$ cat src/hw/rtl/fcp_pkg.sv
// Shared constants, register indexes and controller/datapath interface types
// for the foveated cell position block. No dependencies.
`default_nettype none

package fcp_pkg;

    // Fixed field widths
    localparam int CELL_BITS = 12;
    localparam int GRID_BITS = 5;
    localparam int CFG_IDX_BITS = 2;

    // Largest legal grid side; larger grids give the empty result
    localparam int MAX_GRID = 16;

    // Parameter defaults
    localparam int FRAC_BITS_DEF = 16;
    localparam int SIZE_BITS_DEF = 13;

    // Configuration register indexes
    localparam logic [CFG_IDX_BITS-1:0] REG_FRAME_SIZE = 2'd0;
    localparam logic [CFG_IDX_BITS-1:0] REG_FOVEA_SIZE = 2'd1;
    localparam logic [CFG_IDX_BITS-1:0] REG_FOVEA_GRID = 2'd2;
    localparam logic [CFG_IDX_BITS-1:0] REG_RING_GRID  = 2'd3;

    // Controller -> datapath commands
    typedef struct packed {
        logic load;
        logic set_empty;
        logic fov_setup;
        logic ring_setup;
        logic ring_step;
        logic ring_take;
        logic row_step;
        logic mul;
        logic div_load;
        logic div_step;
        logic out_load;
    } t_cmd;

    // Datapath -> controller status
    typedef struct packed {
        logic bad;
        logic in_fovea;
        logic ring_ok;
        logic row_done;
    } t_sts;

endpackage

`default_nettype wire

$ cat src/hw/rtl/foveated_cell_position.sv
// An accepted word gives a result for a fovea cell or a ring cell after the row scan, or an
// empty result from a bad setup or from an index past the last ring. The next word is taken
// in the cycle after the result is loaded into the output register.
// Throughput: one cell at a time, set by the 12-step ring-index divider, the row-by-row scan
// and the restoring divider (one quotient bit per cycle, three lanes in parallel).
// Reset: synchronous active-low; clears config registers to 0 and all control state.
`default_nettype none

module foveated_cell_position #(
    parameter int FRAC_BITS = fcp_pkg::FRAC_BITS_DEF,
    parameter int SIZE_BITS = fcp_pkg::SIZE_BITS_DEF
) (
    input  wire logic                              i_clk,
    input  wire logic                              i_rst_n,
    // Configuration write channel
    input  wire logic                              i_cfg_valid,
    output logic                                   o_cfg_ready,
    input  wire logic [fcp_pkg::CFG_IDX_BITS-1:0]  i_cfg_index,
    input  wire logic [SIZE_BITS-1:0]              i_cfg_data,
    // Cell index input
    input  wire logic                              i_cell_valid,
    output logic                                   o_cell_ready,
    input  wire logic [fcp_pkg::CELL_BITS-1:0]     i_cell_index,
    // Result output
    output logic                                   o_res_valid,
    input  wire logic                              i_res_ready,
    output logic                                   o_valid_res,
    output logic signed [FRAC_BITS+1:0]            o_centre_x,
    output logic signed [FRAC_BITS+1:0]            o_centre_y,
    output logic [FRAC_BITS:0]                     o_pitch
);

    fcp_pkg::t_cmd cmd;
    fcp_pkg::t_sts sts;

    // Config registers take a word every cycle
    assign o_cfg_ready = 1'b1;

    // Sequencer: check config, find ring and row, then divide.
    // The next cell is accepted while a finished result waits in the output register.
    fcp_ctrl #(.FRAC_BITS(FRAC_BITS)) u_ctrl (
        .i_clk       (i_clk),
        .i_rst_n     (i_rst_n),
        .i_cell_valid(i_cell_valid),
        .o_cell_ready(o_cell_ready),
        .i_res_ready (i_res_ready),
        .o_res_valid (o_res_valid),
        .i_sts       (sts),
        .o_cmd       (cmd)
    );

    // Datapath: centre = (W*(2c+1-G) + G*F) * 2^FRAC_BITS / (2*G*F),
    // pitch = 2W * 2^FRAC_BITS / (2*G*F), both rounded half away from zero
    fcp_dp #(.FRAC_BITS(FRAC_BITS), .SIZE_BITS(SIZE_BITS)) u_dp (
        .i_clk       (i_clk),
        .i_rst_n     (i_rst_n),
        .i_cfg_valid (i_cfg_valid),
        .i_cfg_index (i_cfg_index),
        .i_cfg_data  (i_cfg_data),
        .i_cell_index(i_cell_index),
        .i_cmd       (cmd),
        .o_sts       (sts),
        .o_valid_res (o_valid_res),
        .o_centre_x  (o_centre_x),
        .o_centre_y  (o_centre_y),
        .o_pitch     (o_pitch)
    );

`ifndef SYNTHESIS
    // Busy right after taking a word
    a_busy_after_accept: assert property (@(posedge i_clk) disable iff (!i_rst_n)
        (i_cell_valid && o_cell_ready) |=> !o_cell_ready)
        else $error("accepted a second word without finishing the first");

    // An empty result carries zero fields
    a_empty_zero: assert property (@(posedge i_clk) disable iff (!i_rst_n)
        (o_res_valid && !o_valid_res) |->
            (o_centre_x == '0) && (o_centre_y == '0) && (o_pitch == '0))
        else $error("empty result with nonzero fields");

    // No result can appear while the block sits idle
    a_no_result_from_idle: assert property (@(posedge i_clk) disable iff (!i_rst_n)
        (o_cell_ready && o_res_valid && i_res_ready) |=> !o_res_valid)
        else $error("result appeared without a word in flight");

    // Reset leaves the block idle and empty
    a_reset_state: assert property (@(posedge i_clk)
        !i_rst_n |=> (o_cell_ready && !o_res_valid))
        else $error("block not idle after reset");
`endif

endmodule

`default_nettype wire

$ cat src/hw/rtl/fcp_div_lane.sv
// One lane of the restoring divider: rounded, saturated quotient, one bit per cycle while i_step is high.
// Uses fcp_pkg for field widths.
`default_nettype none

module fcp_div_lane #(
    parameter int FRAC_BITS = fcp_pkg::FRAC_BITS_DEF,
    parameter int SIZE_BITS = fcp_pkg::SIZE_BITS_DEF
) (
    input  wire logic                                          i_clk,
    input  wire logic                                          i_load,
    input  wire logic                                          i_step,
    input  wire logic [SIZE_BITS+fcp_pkg::GRID_BITS+FRAC_BITS+2:0] i_num,
    input  wire logic                                          i_neg,
    input  wire logic [SIZE_BITS+fcp_pkg::GRID_BITS:0]         i_den,
    output logic signed [FRAC_BITS+1:0]                        o_value
);

    localparam int QW = FRAC_BITS + 2;
    localparam int DB = SIZE_BITS + fcp_pkg::GRID_BITS + 1;
    localparam int NB = DB + QW;
    localparam logic [QW-1:0] LIM = QW'(1) << (FRAC_BITS + 1);

    logic [DB-1:0] r_rem;
    logic [QW-1:0] r_low;
    logic          r_ovf;
    logic          r_neg;

    logic [DB-1:0] hi_part;
    logic [DB:0]   sh;
    logic [DB:0]   sub;
    logic          ge;
    logic          sat_pos;
    logic          sat_neg;
    logic [QW-1:0] neg_mag;

    assign hi_part = i_num[NB-1:QW];
    assign sh      = {r_rem, r_low[QW-1]};
    assign sub     = sh - {1'b0, i_den};
    assign ge      = sh >= {1'b0, i_den};

    always_ff @(posedge i_clk) begin
        if (i_load) begin
            r_rem <= hi_part;
            r_low <= i_num[QW-1:0];
            r_ovf <= hi_part >= i_den;  // quotient would not fit QW bits
            r_neg <= i_neg;
        end else if (i_step) begin
            r_rem <= ge ? sub[DB-1:0] : sh[DB-1:0];
            r_low <= {r_low[QW-2:0], ge};
        end
    end

    assign sat_pos = r_ovf || (r_low >= LIM);
    assign sat_neg = r_ovf || (r_low > LIM);
    assign neg_mag = sat_neg ? LIM : r_low;

    always_comb begin
        if (r_neg) begin
            o_value = $signed(QW'(0) - neg_mag);
        end else begin
            o_value = $signed(sat_pos ? (LIM - QW'(1)) : r_low);
        end
    end

endmodule

`default_nettype wire

$ cat src/hw/rtl/fcp_dp.sv
// Datapath: config registers, ring divider, row scan, products and divider lanes.
// Uses fcp_pkg; instantiates fcp_div_lane.
`default_nettype none

module fcp_dp #(
    parameter int FRAC_BITS = fcp_pkg::FRAC_BITS_DEF,
    parameter int SIZE_BITS = fcp_pkg::SIZE_BITS_DEF
) (
    input  wire logic                                  i_clk,
    input  wire logic                                  i_rst_n,
    input  wire logic                                  i_cfg_valid,
    input  wire logic [fcp_pkg::CFG_IDX_BITS-1:0]      i_cfg_index,
    input  wire logic [SIZE_BITS-1:0]                  i_cfg_data,
    input  wire logic [fcp_pkg::CELL_BITS-1:0]         i_cell_index,
    input  wire fcp_pkg::t_cmd                         i_cmd,
    output fcp_pkg::t_sts                              o_sts,
    output logic                                       o_valid_res,
    output logic signed [FRAC_BITS+1:0]                o_centre_x,
    output logic signed [FRAC_BITS+1:0]                o_centre_y,
    output logic [FRAC_BITS:0]                         o_pitch
);

    localparam int SB  = SIZE_BITS;
    localparam int GB  = fcp_pkg::GRID_BITS;
    localparam int CB  = fcp_pkg::CELL_BITS;
    localparam int SQB = 2 * GB;
    localparam int WB  = SB + 1;
    localparam int KB  = GB + 2;
    localparam int PB  = WB + 1 + KB;
    localparam int GFB = GB + SB;
    localparam int MB  = SB + GB + 2;
    localparam int TB  = MB + 1;
    localparam int DB  = GFB + 1;
    localparam int NB  = MB + FRAC_BITS + 1;
    localparam int SHB = 2 * SB;

    // Configuration registers
    logic [SB-1:0] r_frame;
    logic [SB-1:0] r_fovea;
    logic [GB-1:0] r_fgrid;
    logic [GB-1:0] r_rgrid;

    always_ff @(posedge i_clk) begin
        if (!i_rst_n) begin
            r_frame <= '0;
            r_fovea <= '0;
            r_fgrid <= '0;
            r_rgrid <= '0;
        end else if (i_cfg_valid) begin
            unique case (i_cfg_index)
                fcp_pkg::REG_FRAME_SIZE: r_frame <= i_cfg_data;
                fcp_pkg::REG_FOVEA_SIZE: r_fovea <= i_cfg_data;
                fcp_pkg::REG_FOVEA_GRID: r_fgrid <= i_cfg_data[GB-1:0];
                fcp_pkg::REG_RING_GRID:  r_rgrid <= i_cfg_data[GB-1:0];
            endcase
        end
    end

    // Grid geometry
    logic [SQB-1:0] fsq, rsq, hsq, ring_span;
    logic [GB-1:0]  hole, lo, hi;

    assign fsq       = SQB'(r_fgrid) * SQB'(r_fgrid);
    assign rsq       = SQB'(r_rgrid) * SQB'(r_rgrid);
    assign hole      = r_rgrid >> 1;
    assign lo        = (r_rgrid - hole) >> 1;
    assign hi        = lo + hole;
    assign hsq       = SQB'(hole) * SQB'(hole);
    assign ring_span = rsq - hsq;

    // Per-item registers
    logic [CB-1:0]  r_cell;
    logic           r_empty;
    logic [CB-1:0]  r_rq;     // ring dividend, then quotient
    logic [SQB-1:0] r_rrem;
    logic [SQB-1:0] r_rest;
    logic [GB-1:0]  r_row;
    logic [GB-1:0]  r_g;
    logic [WB-1:0]  r_w;
    logic           r_hole_on;
    logic signed [PB-1:0] r_wkx, r_wky;
    logic [GFB-1:0] r_gf;

    // Ring index divider step
    logic [SQB:0] rd_sh, rd_sub;
    logic         rd_ge;

    assign rd_sh  = {r_rrem, r_rq[CB-1]};
    assign rd_sub = rd_sh - {1'b0, ring_span};
    assign rd_ge  = rd_sh >= {1'b0, ring_span};

    // Ring exists when fovea << (ring-1) stays below the frame
    logic [SHB-1:0] shifted;
    logic           ring_ok;

    assign shifted = SHB'(r_fovea) << r_rq;
    assign ring_ok = (r_fovea != '0) && (r_rq < CB'(SB)) && (shifted < SHB'(r_frame));

    // Row scan, hole rows are shorter
    logic          row_in_hole;
    logic [GB-1:0] row_len;
    logic          row_done;
    logic [GB-1:0] col;

    assign row_in_hole = r_hole_on && (r_row >= lo) && (r_row < hi);
    assign row_len     = row_in_hole ? (r_rgrid - hole) : r_g;
    assign row_done    = r_rest < SQB'(row_len);
    assign col = (row_in_hole && (r_rest[GB-1:0] >= lo)) ? (r_rest[GB-1:0] + hole)
                                                          : r_rest[GB-1:0];

    // Offsets 2c+1-G and products
    logic signed [KB-1:0] kx, ky;
    logic signed [WB:0]   ws;
    logic signed [PB-1:0] wkx, wky;

    assign kx  = $signed({1'b0, col, 1'b1}) - $signed({2'b00, r_g});
    assign ky  = $signed({1'b0, r_row, 1'b1}) - $signed({2'b00, r_g});
    assign ws  = $signed({1'b0, r_w});
    assign wkx = ws * kx;
    assign wky = ws * ky;

    always_ff @(posedge i_clk) begin
        if (i_cmd.load) begin
            r_cell <= i_cell_index;
        end
        if (i_cmd.ring_setup) begin
            r_rq   <= r_cell - CB'(fsq);
            r_rrem <= '0;
        end else if (i_cmd.ring_step) begin
            r_rrem <= rd_ge ? rd_sub[SQB-1:0] : rd_sh[SQB-1:0];
            r_rq   <= {r_rq[CB-2:0], rd_ge};
        end
        if (i_cmd.fov_setup) begin
            r_rest    <= r_cell[SQB-1:0];
            r_row     <= '0;
            r_g       <= r_fgrid;
            r_w       <= {1'b0, r_fovea};
            r_hole_on <= 1'b0;
        end else if (i_cmd.ring_take) begin
            r_rest    <= r_rrem;
            r_row     <= '0;
            r_g       <= r_rgrid;
            r_w       <= {shifted[SB-1:0], 1'b0};
            r_hole_on <= 1'b1;
        end else if (i_cmd.row_step) begin
            r_rest <= r_rest - SQB'(row_len);
            r_row  <= r_row + GB'(1);
        end
        if (i_cmd.mul) begin
            r_wkx <= wkx;
            r_wky <= wky;
            r_gf  <= GFB'(r_g) * GFB'(r_frame);
        end
    end

    always_ff @(posedge i_clk) begin
        if (!i_rst_n) begin
            r_empty <= 1'b0;
        end else if (i_cmd.load) begin
            r_empty <= 1'b0;
        end else if (i_cmd.set_empty) begin
            r_empty <= 1'b1;
        end
    end

    // Numerators: (|t| << FRAC_BITS) + G*F, denominator 2*G*F
    logic signed [TB-1:0] tx, ty, ntx, nty;
    logic [MB-1:0]        magx, magy, magp;
    logic [NB-1:0]        numx, numy, nump;
    logic [DB-1:0]        den;

    assign tx   = TB'(r_wkx) + TB'($signed({1'b0, r_gf}));
    assign ty   = TB'(r_wky) + TB'($signed({1'b0, r_gf}));
    assign ntx  = -tx;
    assign nty  = -ty;
    assign magx = tx[TB-1] ? ntx[MB-1:0] : tx[MB-1:0];
    assign magy = ty[TB-1] ? nty[MB-1:0] : ty[MB-1:0];
    assign magp = MB'({r_w, 1'b0});
    assign numx = (NB'(magx) << FRAC_BITS) + NB'(r_gf);
    assign numy = (NB'(magy) << FRAC_BITS) + NB'(r_gf);
    assign nump = (NB'(magp) << FRAC_BITS) + NB'(r_gf);
    assign den  = {r_gf, 1'b0};

    logic signed [FRAC_BITS+1:0] val_x, val_y, val_p;

    fcp_div_lane #(.FRAC_BITS(FRAC_BITS), .SIZE_BITS(SIZE_BITS)) u_lane_x (
        .i_clk  (i_clk),
        .i_load (i_cmd.div_load),
        .i_step (i_cmd.div_step),
        .i_num  (numx),
        .i_neg  (tx[TB-1]),
        .i_den  (den),
        .o_value(val_x)
    );

    fcp_div_lane #(.FRAC_BITS(FRAC_BITS), .SIZE_BITS(SIZE_BITS)) u_lane_y (
        .i_clk  (i_clk),
        .i_load (i_cmd.div_load),
        .i_step (i_cmd.div_step),
        .i_num  (numy),
        .i_neg  (ty[TB-1]),
        .i_den  (den),
        .o_value(val_y)
    );

    fcp_div_lane #(.FRAC_BITS(FRAC_BITS), .SIZE_BITS(SIZE_BITS)) u_lane_p (
        .i_clk  (i_clk),
        .i_load (i_cmd.div_load),
        .i_step (i_cmd.div_step),
        .i_num  (nump),
        .i_neg  (1'b0),
        .i_den  (den),
        .o_value(val_p)
    );

    // Output word register
    always_ff @(posedge i_clk) begin
        if (i_cmd.out_load) begin
            o_valid_res <= !r_empty;
            o_centre_x  <= r_empty ? '0 : val_x;
            o_centre_y  <= r_empty ? '0 : val_y;
            o_pitch     <= r_empty ? '0 : val_p[FRAC_BITS:0];
        end
    end

    assign o_sts.bad      = (r_frame == '0) || (r_fgrid == '0) || (r_rgrid == '0)
                            || (int'(r_fgrid) > fcp_pkg::MAX_GRID)
                            || (int'(r_rgrid) > fcp_pkg::MAX_GRID);
    assign o_sts.in_fovea = r_cell < CB'(fsq);
    assign o_sts.ring_ok  = ring_ok;
    assign o_sts.row_done = row_done;

endmodule

`default_nettype wire

$ cat src/hw/rtl/fcp_ctrl.sv
// Controller state machine: sequences checks, ring division, row scan and divide.
// Uses fcp_pkg command/status types.
`default_nettype none

module fcp_ctrl #(
    parameter int FRAC_BITS = fcp_pkg::FRAC_BITS_DEF
) (
    input  wire logic          i_clk,
    input  wire logic          i_rst_n,
    input  wire logic          i_cell_valid,
    output logic               o_cell_ready,
    input  wire logic          i_res_ready,
    output logic               o_res_valid,
    input  wire fcp_pkg::t_sts i_sts,
    output fcp_pkg::t_cmd      o_cmd
);

    localparam int QW    = FRAC_BITS + 2;
    localparam int STEPS = (QW > fcp_pkg::CELL_BITS) ? QW : fcp_pkg::CELL_BITS;
    localparam int CW    = $clog2(STEPS);

    localparam logic [3:0] S_IDLE  = 4'd0;
    localparam logic [3:0] S_CHECK = 4'd1;
    localparam logic [3:0] S_RDIV  = 4'd2;
    localparam logic [3:0] S_RCHK  = 4'd3;
    localparam logic [3:0] S_ROW   = 4'd4;
    localparam logic [3:0] S_PREP  = 4'd5;
    localparam logic [3:0] S_DIV   = 4'd6;
    localparam logic [3:0] S_DONE  = 4'd7;

    logic [3:0]    r_state, n_state;
    logic [CW-1:0] r_cnt, n_cnt;
    logic          r_res_valid, n_res_valid;

    always_comb begin
        n_state = r_state;
        n_cnt   = r_cnt;
        o_cmd   = '0;
        unique case (r_state)
            S_IDLE: begin
                if (i_cell_valid) begin
                    o_cmd.load = 1'b1;
                    n_state    = S_CHECK;
                end
            end
            S_CHECK: begin
                priority if (i_sts.bad) begin
                    o_cmd.set_empty = 1'b1;
                    n_state         = S_DONE;
                end else if (i_sts.in_fovea) begin
                    o_cmd.fov_setup = 1'b1;
                    n_state         = S_ROW;
                end else begin
                    o_cmd.ring_setup = 1'b1;
                    n_cnt            = CW'(fcp_pkg::CELL_BITS - 1);
                    n_state          = S_RDIV;
                end
            end
            S_RDIV: begin
                o_cmd.ring_step = 1'b1;
                if (r_cnt == '0) begin
                    n_state = S_RCHK;
                end else begin
                    n_cnt = r_cnt - CW'(1);
                end
            end
            S_RCHK: begin
                if (i_sts.ring_ok) begin
                    o_cmd.ring_take = 1'b1;
                    n_state         = S_ROW;
                end else begin
                    o_cmd.set_empty = 1'b1;
                    n_state         = S_DONE;
                end
            end
            S_ROW: begin
                if (i_sts.row_done) begin
                    o_cmd.mul = 1'b1;
                    n_state   = S_PREP;
                end else begin
                    o_cmd.row_step = 1'b1;
                end
            end
            S_PREP: begin
                o_cmd.div_load = 1'b1;
                n_cnt          = CW'(QW - 1);
                n_state        = S_DIV;
            end
            S_DIV: begin
                o_cmd.div_step = 1'b1;
                if (r_cnt == '0) begin
                    n_state = S_DONE;
                end else begin
                    n_cnt = r_cnt - CW'(1);
                end
            end
            S_DONE: begin
                if (!r_res_valid || i_res_ready) begin
                    o_cmd.out_load = 1'b1;
                    n_state        = S_IDLE;
                end
            end
            default: begin
                n_state = S_IDLE;
            end
        endcase
    end

    always_comb begin
        if (o_cmd.out_load) begin
            n_res_valid = 1'b1;
        end else if (i_res_ready) begin
            n_res_valid = 1'b0;
        end else begin
            n_res_valid = r_res_valid;
        end
    end

    always_ff @(posedge i_clk) begin
        if (!i_rst_n) begin
            r_state     <= S_IDLE;
            r_cnt       <= '0;
            r_res_valid <= 1'b0;
        end else begin
            r_state     <= n_state;
            r_cnt       <= n_cnt;
            r_res_valid <= n_res_valid;
        end
    end

    assign o_cell_ready = (r_state == S_IDLE);
    assign o_res_valid  = r_res_valid;

endmodule

`default_nettype wire
$ cat config.mk
export PLATFORM = sky130hd
export DESIGN_NAME = foveated_cell_position
export DESIGN_NICKNAME = d
export VERILOG_FILES = /design/src/hw/rtl/fcp_pkg.sv /design/src/hw/rtl/foveated_cell_position.sv /design/src/hw/rtl/fcp_div_lane.sv /design/src/hw/rtl/fcp_dp.sv /design/src/hw/rtl/fcp_ctrl.sv
export SDC_FILE = /design/constraint.sdc
export NUM_CORES = 2
export LEC_CHECK = 0
export BUFFER_PORTS_ARGS = -buffer_cell sky130_fd_sc_hd__buf_2
export CAP_MARGIN = 20
export CORE_MARGIN = 5
export CORE_UTILIZATION = 58
export DETAILED_ROUTE_END_ITERATION = 8
export PLACE_DENSITY = 0.85
export SLEW_MARGIN = 25
export SYNTH_ARGS = -nofsm -noshare
export SYNTH_HDL_FRONTEND = slang
export SYNTH_SLANG_ARGS = --single-unit
$ cat constraint.sdc
create_clock -name i_clk -period 14.1 [get_ports i_clk]
set_input_delay 1.41 -clock i_clk [delete_from_list [all_inputs] [get_ports i_clk]]
set_output_delay 1.41 -clock i_clk [all_outputs]
set_load 0.02 [all_outputs]
# --- Word level (Yosys, flattened, before mapping) ---
# Cells that the tools add are included.
classes:
  addsub: 23
  n_reduce_logical: 39
  n_bitwise: 1
  n_mux: 70
  multipliers: 6
  magnitude_cmp: 21
  div_mod_pow: 0
  eq_ne: 18
  shift: 1
op_table:
  columns: ["op", "count"]
  rows:
  - ["$mux 18", 12]
  - ["$mux 19", 9]
  - ["$add 36x18->37", 2]
  - ["$ge 20x19->1", 3]
  - ["$ge 19x19->1", 3]
  - ["$sub 19x19->19", 3]
  - ["$ge 18x18->1 const B", 3]
  - ["$add 21x19->21", 2]
  - ["$mul 15x7->21", 2]
  - ["$mux 10", 4]
  - ["$mux 20", 2]
  - ["$neg 20->20", 2]
  - ["$gt 18x18->1 const B", 2]
  - ["$sub 1x18->18 const A", 2]
  - ["$mux 5", 7]
  - ["$add 31x18->32", 1]
  - ["$pmux 4 s8", 1]
  - ["$lt 26x13->1", 1]
  - ["$mux 13", 2]
  - ["$shl 13x12->26", 1]
  - ["$mux 12", 2]
  - ["$mul 5x5->10", 2]
  - ["$mux 4", 5]
  - ["$sub 10x10->10", 2]
  - ["other kinds (45)", 104]
word_totals:
  in_bits: 32
  output_inout_bits: 57
  reg_bits: 346
  mem_bits_rw: 0
  n_memories: 0
  latch_bits: 0
  romBits: 0

# --- Longest topological paths before layout ---
logic_depth:
  word_depth: 11
  depth_mapped: 44
  depth_no_buf: 43

# --- By module ---
# Synthesis repeated with hierarchy kept, for this count alone.
unflattened:
  cells_unflattened: 4230
  area_unflattened_um2: 37832.5
by_module_without_submodules:
  columns: ["module", "cells_each", "instances", "area_each_um2", "seq_area_each_um2"]
  rows:
  - ["fcp_dp", 2748, 1, 25096.6, 6035.8]
  - ["fcp_div_lane at u_dp.u_lane_x", 481, 1, 4217.8, 1171.1]
  - ["fcp_div_lane at u_dp.u_lane_y", 472, 1, 3947.5, 1171.1]
  - ["fcp_div_lane at u_dp.u_lane_p", 449, 1, 3920.0, 1171.1]
  - ["fcp_ctrl", 78, 1, 639.4, 180.2]
  - ["foveated_cell_position", 2, 1, 11.3, 0.0]

# --- Worst setup path before layout ---
# Ideal clock, no wire load.
synth_timing:
  path_type: "register to register"
  from: "register u_dp.r_rgrid[2]"
  to: "register u_dp.r_wkx[17] (data pin)"
  synth_period_minus_slack_ps: 9316
  arrival_ps: 9058
  setup_ps: 258
  required_time_ps: 13842
  setup_slack_ps: 4784
  path_stages_with_launch: 41
  path_buffers: 1
  cell_sequence: "dfxtp_1 inv_1 fa_1 xnor2_1 inv_1 fa_1 ha_1 a21boi_0 o21ai_0 a21boi_0 o21ai_0 nand4b_1 a21o_1 mux2i_1 ha_1 fa_1 inv_1 a21o_1 [5 not listed] fa_1 inv_1 fa_1 inv_1 fa_1 inv_1 ha_1 a21oi_1 o21bai_1 a21oi_1 o21bai_1 a21oi_1 o21bai_1 a21oi_1 o21ai_0 a21o_1 a21oi_1 xnor2_1"
synth_via:
  elab_chain_len: 8
  word_cells_on_any_way: 12
synth_rtl:
  columns: ["item", "line_no", "rtl"]
  rows:
  - ["from (decl)", "fcp_dp.sv:41", "logic [GB-1:0] r_rgrid;"]
  - ["from (signal assigned)", "fcp_dp.sv:54", "fcp_pkg::REG_RING_GRID: r_rgrid <= i_cfg_data[GB-1:0];"]
  - ["$sub 5x4->5", "fcp_dp.sv:66", "assign lo = (r_rgrid - hole) >> 1;"]
  - ["$add 4x4->5 or $ge 5x4->1 (tied branches)", "fcp_dp.sv:67, fcp_dp.sv:105", null]
  - ["$lt 5x5->1 or $logic_and 1x1->1 (tied branches)", "fcp_dp.sv:105", "assign row_in_hole = r_hole_on && (r_row >= lo) && (r_row < hi);"]
  - ["$logic_and 1x1->1", "fcp_dp.sv:105", null]
  - ["$logic_and 1x1->1", "fcp_dp.sv:108", "assign col = (row_in_hole && (r_rest[GB-1:0] >= lo)) ? (r_rest[GB-1:0] + hole)"]
  - ["$mux 5 *", "fcp_dp.sv:108", null]
  - ["$sub 6x5->7 *", "fcp_dp.sv:116", "assign kx = $signed({1'b0, col, 1'b1}) - $signed({2'b00, r_g});"]
  - ["$mul 15x7->21 *", "fcp_dp.sv:119", "assign wkx = ws * kx;"]
  - ["named net u_dp.wkx[17]", "fcp_dp.sv:114", "logic signed [PB-1:0] wkx, wky;"]
  - ["to (signal assigned)", "fcp_dp.sv:150", "r_wkx <= wkx;"]
  - ["to (decl)", "fcp_dp.sv:81", "logic signed [PB-1:0] r_wkx, r_wky;"]
# Mark *: on every way through the listed nets, which the timed path passes. The rest lies on a longest branch.
# A chain may end at the register's enable or synchronous reset.

# --- Worst setup path in the final report ---
# Ends and elaborated chain as after synthesis.

==> summary.txt <==
Minimum clock period -> 10.69 ns
DIE AREA -> 66,100 um^2
Final Hold Viols -> 0
Final core utilization -> 62.6%
Fmax achieved -> 93.5 MHz
Remaining Overflow, GRT -> 0
Setup TNS -> 0 ns
Synthesized instance count -> 3,992
Post-CTS Setup Repair Bufs -> 0
Max Cap Viol -> 0
# IOs -> 89
WP data arrival -> 11.03 ns
GRT met3 Usage -> 3.76%
GR peak layer -> met2
Asr flop ratio synth -> 0%
Worst min-delay path class -> reg2reg
Routed WL per cell -> 19.2 um
Top cell type's share of synthesized area -> 23.8%
Synth area leaders -> edfxtp_1, ha_1, fa_1
Post-synth EDFFs -> 281
Final Cycle Share -> 75.8%
Skew-Pair Late Insertion Delay -> 0.59 ns
Nets@finish -> 4,585
IO Port Bufs -> 87
Mean post-synth cell area -> 8.88 um^2
R2R depth -> 39
GRT Total Usage -> 27.1%
WHS Path Cells -> 2
Slew @ Worst Pin -> 1.06 ns
Met1 usage -> 33.7%
Drc violations -> 0
Post-CTS Resized -> 0
DIE WIDTH -> 257 um
Via count -> 29,600
Relative slew slack -> 29.3%
Initial core utilization -> 58.6%
CP endpoint kind -> flip-flop
Slowest stage cell, crit path -> dfxtp_1
CTS tree -> done
Met2 usage -> 46.9%
Num CTS Buffers -> 42
Setup CP Type -> reg2reg
Clk root buf -> clkbuf_16
Post-synth top area cell -> edfxtp_1
YS warnings -> 0
Hpwl dp -> 68,900 um
Clock transition at path regs -> 0.06 ns
Rows -> 90
Setup crit start kind -> flip-flop
Area growth syn-to-layout -> 6.84%
CTS Buffer Depth -> 3
Pin count of the biggest net entering global routing -> 74
Hold_buf cts -> 0
Initial antenna violation count -> 1
Flops & latches, synth -> 344
Standard cell core area -> 60,500 um^2
Worst-path fanout max -> 16
GPL Wtd Cong -> 0.932
Setup-failing EPs final -> 0
Final Max Slew Viols -> 0
Vias in the first global route -> 29,400
DRT iter0 DRCs -> 2,602
Non-Filler Instances -> 4,802
Vias per cell -> 6.17
Share of cells above drive strength 1 -> 6.79%
Placed Instances -> 4,726
Die Height -> 257 um
Synth top cells by count -> nand2_1, ha_1, inv_1, nor2_1, edfxtp_1
Outcome -> completed
Register area share after synthesis -> 27.4%
Clk sinks -> 344
First-pass GRT wire length -> 149,000 um
Ant. Diodes -> 0
Most frequent cell after synthesis -> nand2_1
CTS H-tree lvls -> 2
Length of the first detailed-routing pass in iterations -> 7
Largest stage delay, worst path -> 0.69 ns
CP required -> 14.44 ns
Layout fillers -> 4,828
Detailed Route WL -> 92,100 um
Final ANT Viol Nets -> 0
Cell variety after synth -> 96
Dominant synthesized flop cell -> edfxtp_1
Post-Syn Nets -> 4,589
Synthesized area -> 35,400 um^2
RSZ-0062 raised after global routing -> no
Max Clock Skew -> 0.0323 ns
-- layout make-up --
cell class	count	area, um^2	share of cell area, %
repair buffers	105	571	1.51
multi-input cells	3158	24000	63.3
inverters	337	1260	3.34
flip-flops and latches	344	9700	25.6
well taps	782	978	2.58
clock inverters	18	219	0.578
clock buffers	58	1180	3.12
-- worst paths after layout --
check | start | end | slack, ns
hold / removal | u_dp.r_hole_on | u_dp.r_hole_on | 0.46
setup reg to reg | u_dp.r_rgrid[2] | u_dp.r_wkx[17] | 3.41
hold reg to reg | u_dp.r_hole_on | u_dp.r_hole_on | 0.46
setup / recovery | u_dp.r_rgrid[2] | u_dp.r_wkx[17] | 3.41
-- metal layers --
layer  wire length, um  vias to the layer above
met2             44300                     1245
met3              7170                      293
met4              4890                        0
met1             35800                    14100
met5                 0                        -
li1                  -                    14000
-- flip-flops by register name, indices dropped and copies added, names as in the netlist, 13 cells and up --
| signal | flops |
|---|---|
| u_dp.r_wky | 21 |
| u_dp.r_fovea | 13 |
| u_dp.o_centre_x | 18 |
| u_dp.u_lane_p.r_rem | 19 |
| u_dp.r_wkx | 20 |
| u_dp.r_w | 14 |
| u_dp.u_lane_x.r_rem | 19 |
| u_dp.u_lane_y.r_rem | 19 |
| u_dp.r_frame | 13 |
| u_dp.o_pitch | 17 |
| u_dp.u_lane_x.r_low | 18 |
| u_dp.o_centre_y | 18 |
| u_dp.u_lane_y.r_low | 18 |
| u_dp.r_gf | 18 |
| u_dp.u_lane_p.r_low | 18 |
-- stage by stage --
| stage | worst slack (ns) | cell area (um^2) | hold WS [ns] |
|---|---|---|---|
| after floorplan | 4.78 | 35400 | 0.426 |
| after global placement | 3.74 | 36400 | 0.445 |
| after detailed placement | 3.49 | 36400 | 0.456 |
| after CTS | 3.43 | 37800 | 0.461 |
| after global routing | 2.74 | 37900 | 0.493 |
| final | 3.41 | 37900 | 0.465 |
-- critical path: cells and delay by family (launching register included) --
| kind | cells | cell delay, ns |
|---|---|---|
| buffers and inverters | 5 | 0.67 |
| flip-flops | 1 | 0.69 |
| XOR/XNOR | 2 | 0.37 |
| adder cells (fa/ha/maj) | 9 | 4.02 |
| AND/OR/NAND/NOR | 5 | 1.42 |
| multiplexers | 1 | 0.32 |
| AO/OA/AOI/OAI | 17 | 2.96 |
-- cell usage in the layout, fill, tap and decap left out, types with 103 or more instances in the layout --
cell	instances
nand2_1	463
ha_1	383
inv_1	334
nor2_1	315
edfxtp_1	281
a21oi_1	247
o21ai_0	220
fa_1	182
xnor2_1	174
and2_1	103
-- logic make-up after synthesis --
family | Yosys count | synth area share [%]
AND/OR/NAND/NOR | 1353 | 18.4
multiplexers | 95 | 3.04
buffers and inverters | 490 | 5.25
flip-flops | 344 | 27.4
AO/OA/AOI/OAI | 892 | 15.9
other | 1 | 0.0106
adder cells (fa/ha/maj) | 565 | 23.8
XOR/XNOR | 252 | 6.23
Power is left out: the tool's default activity adds up to more than one toggle a clock period on the data nets, which glitch-free logic cannot reach.
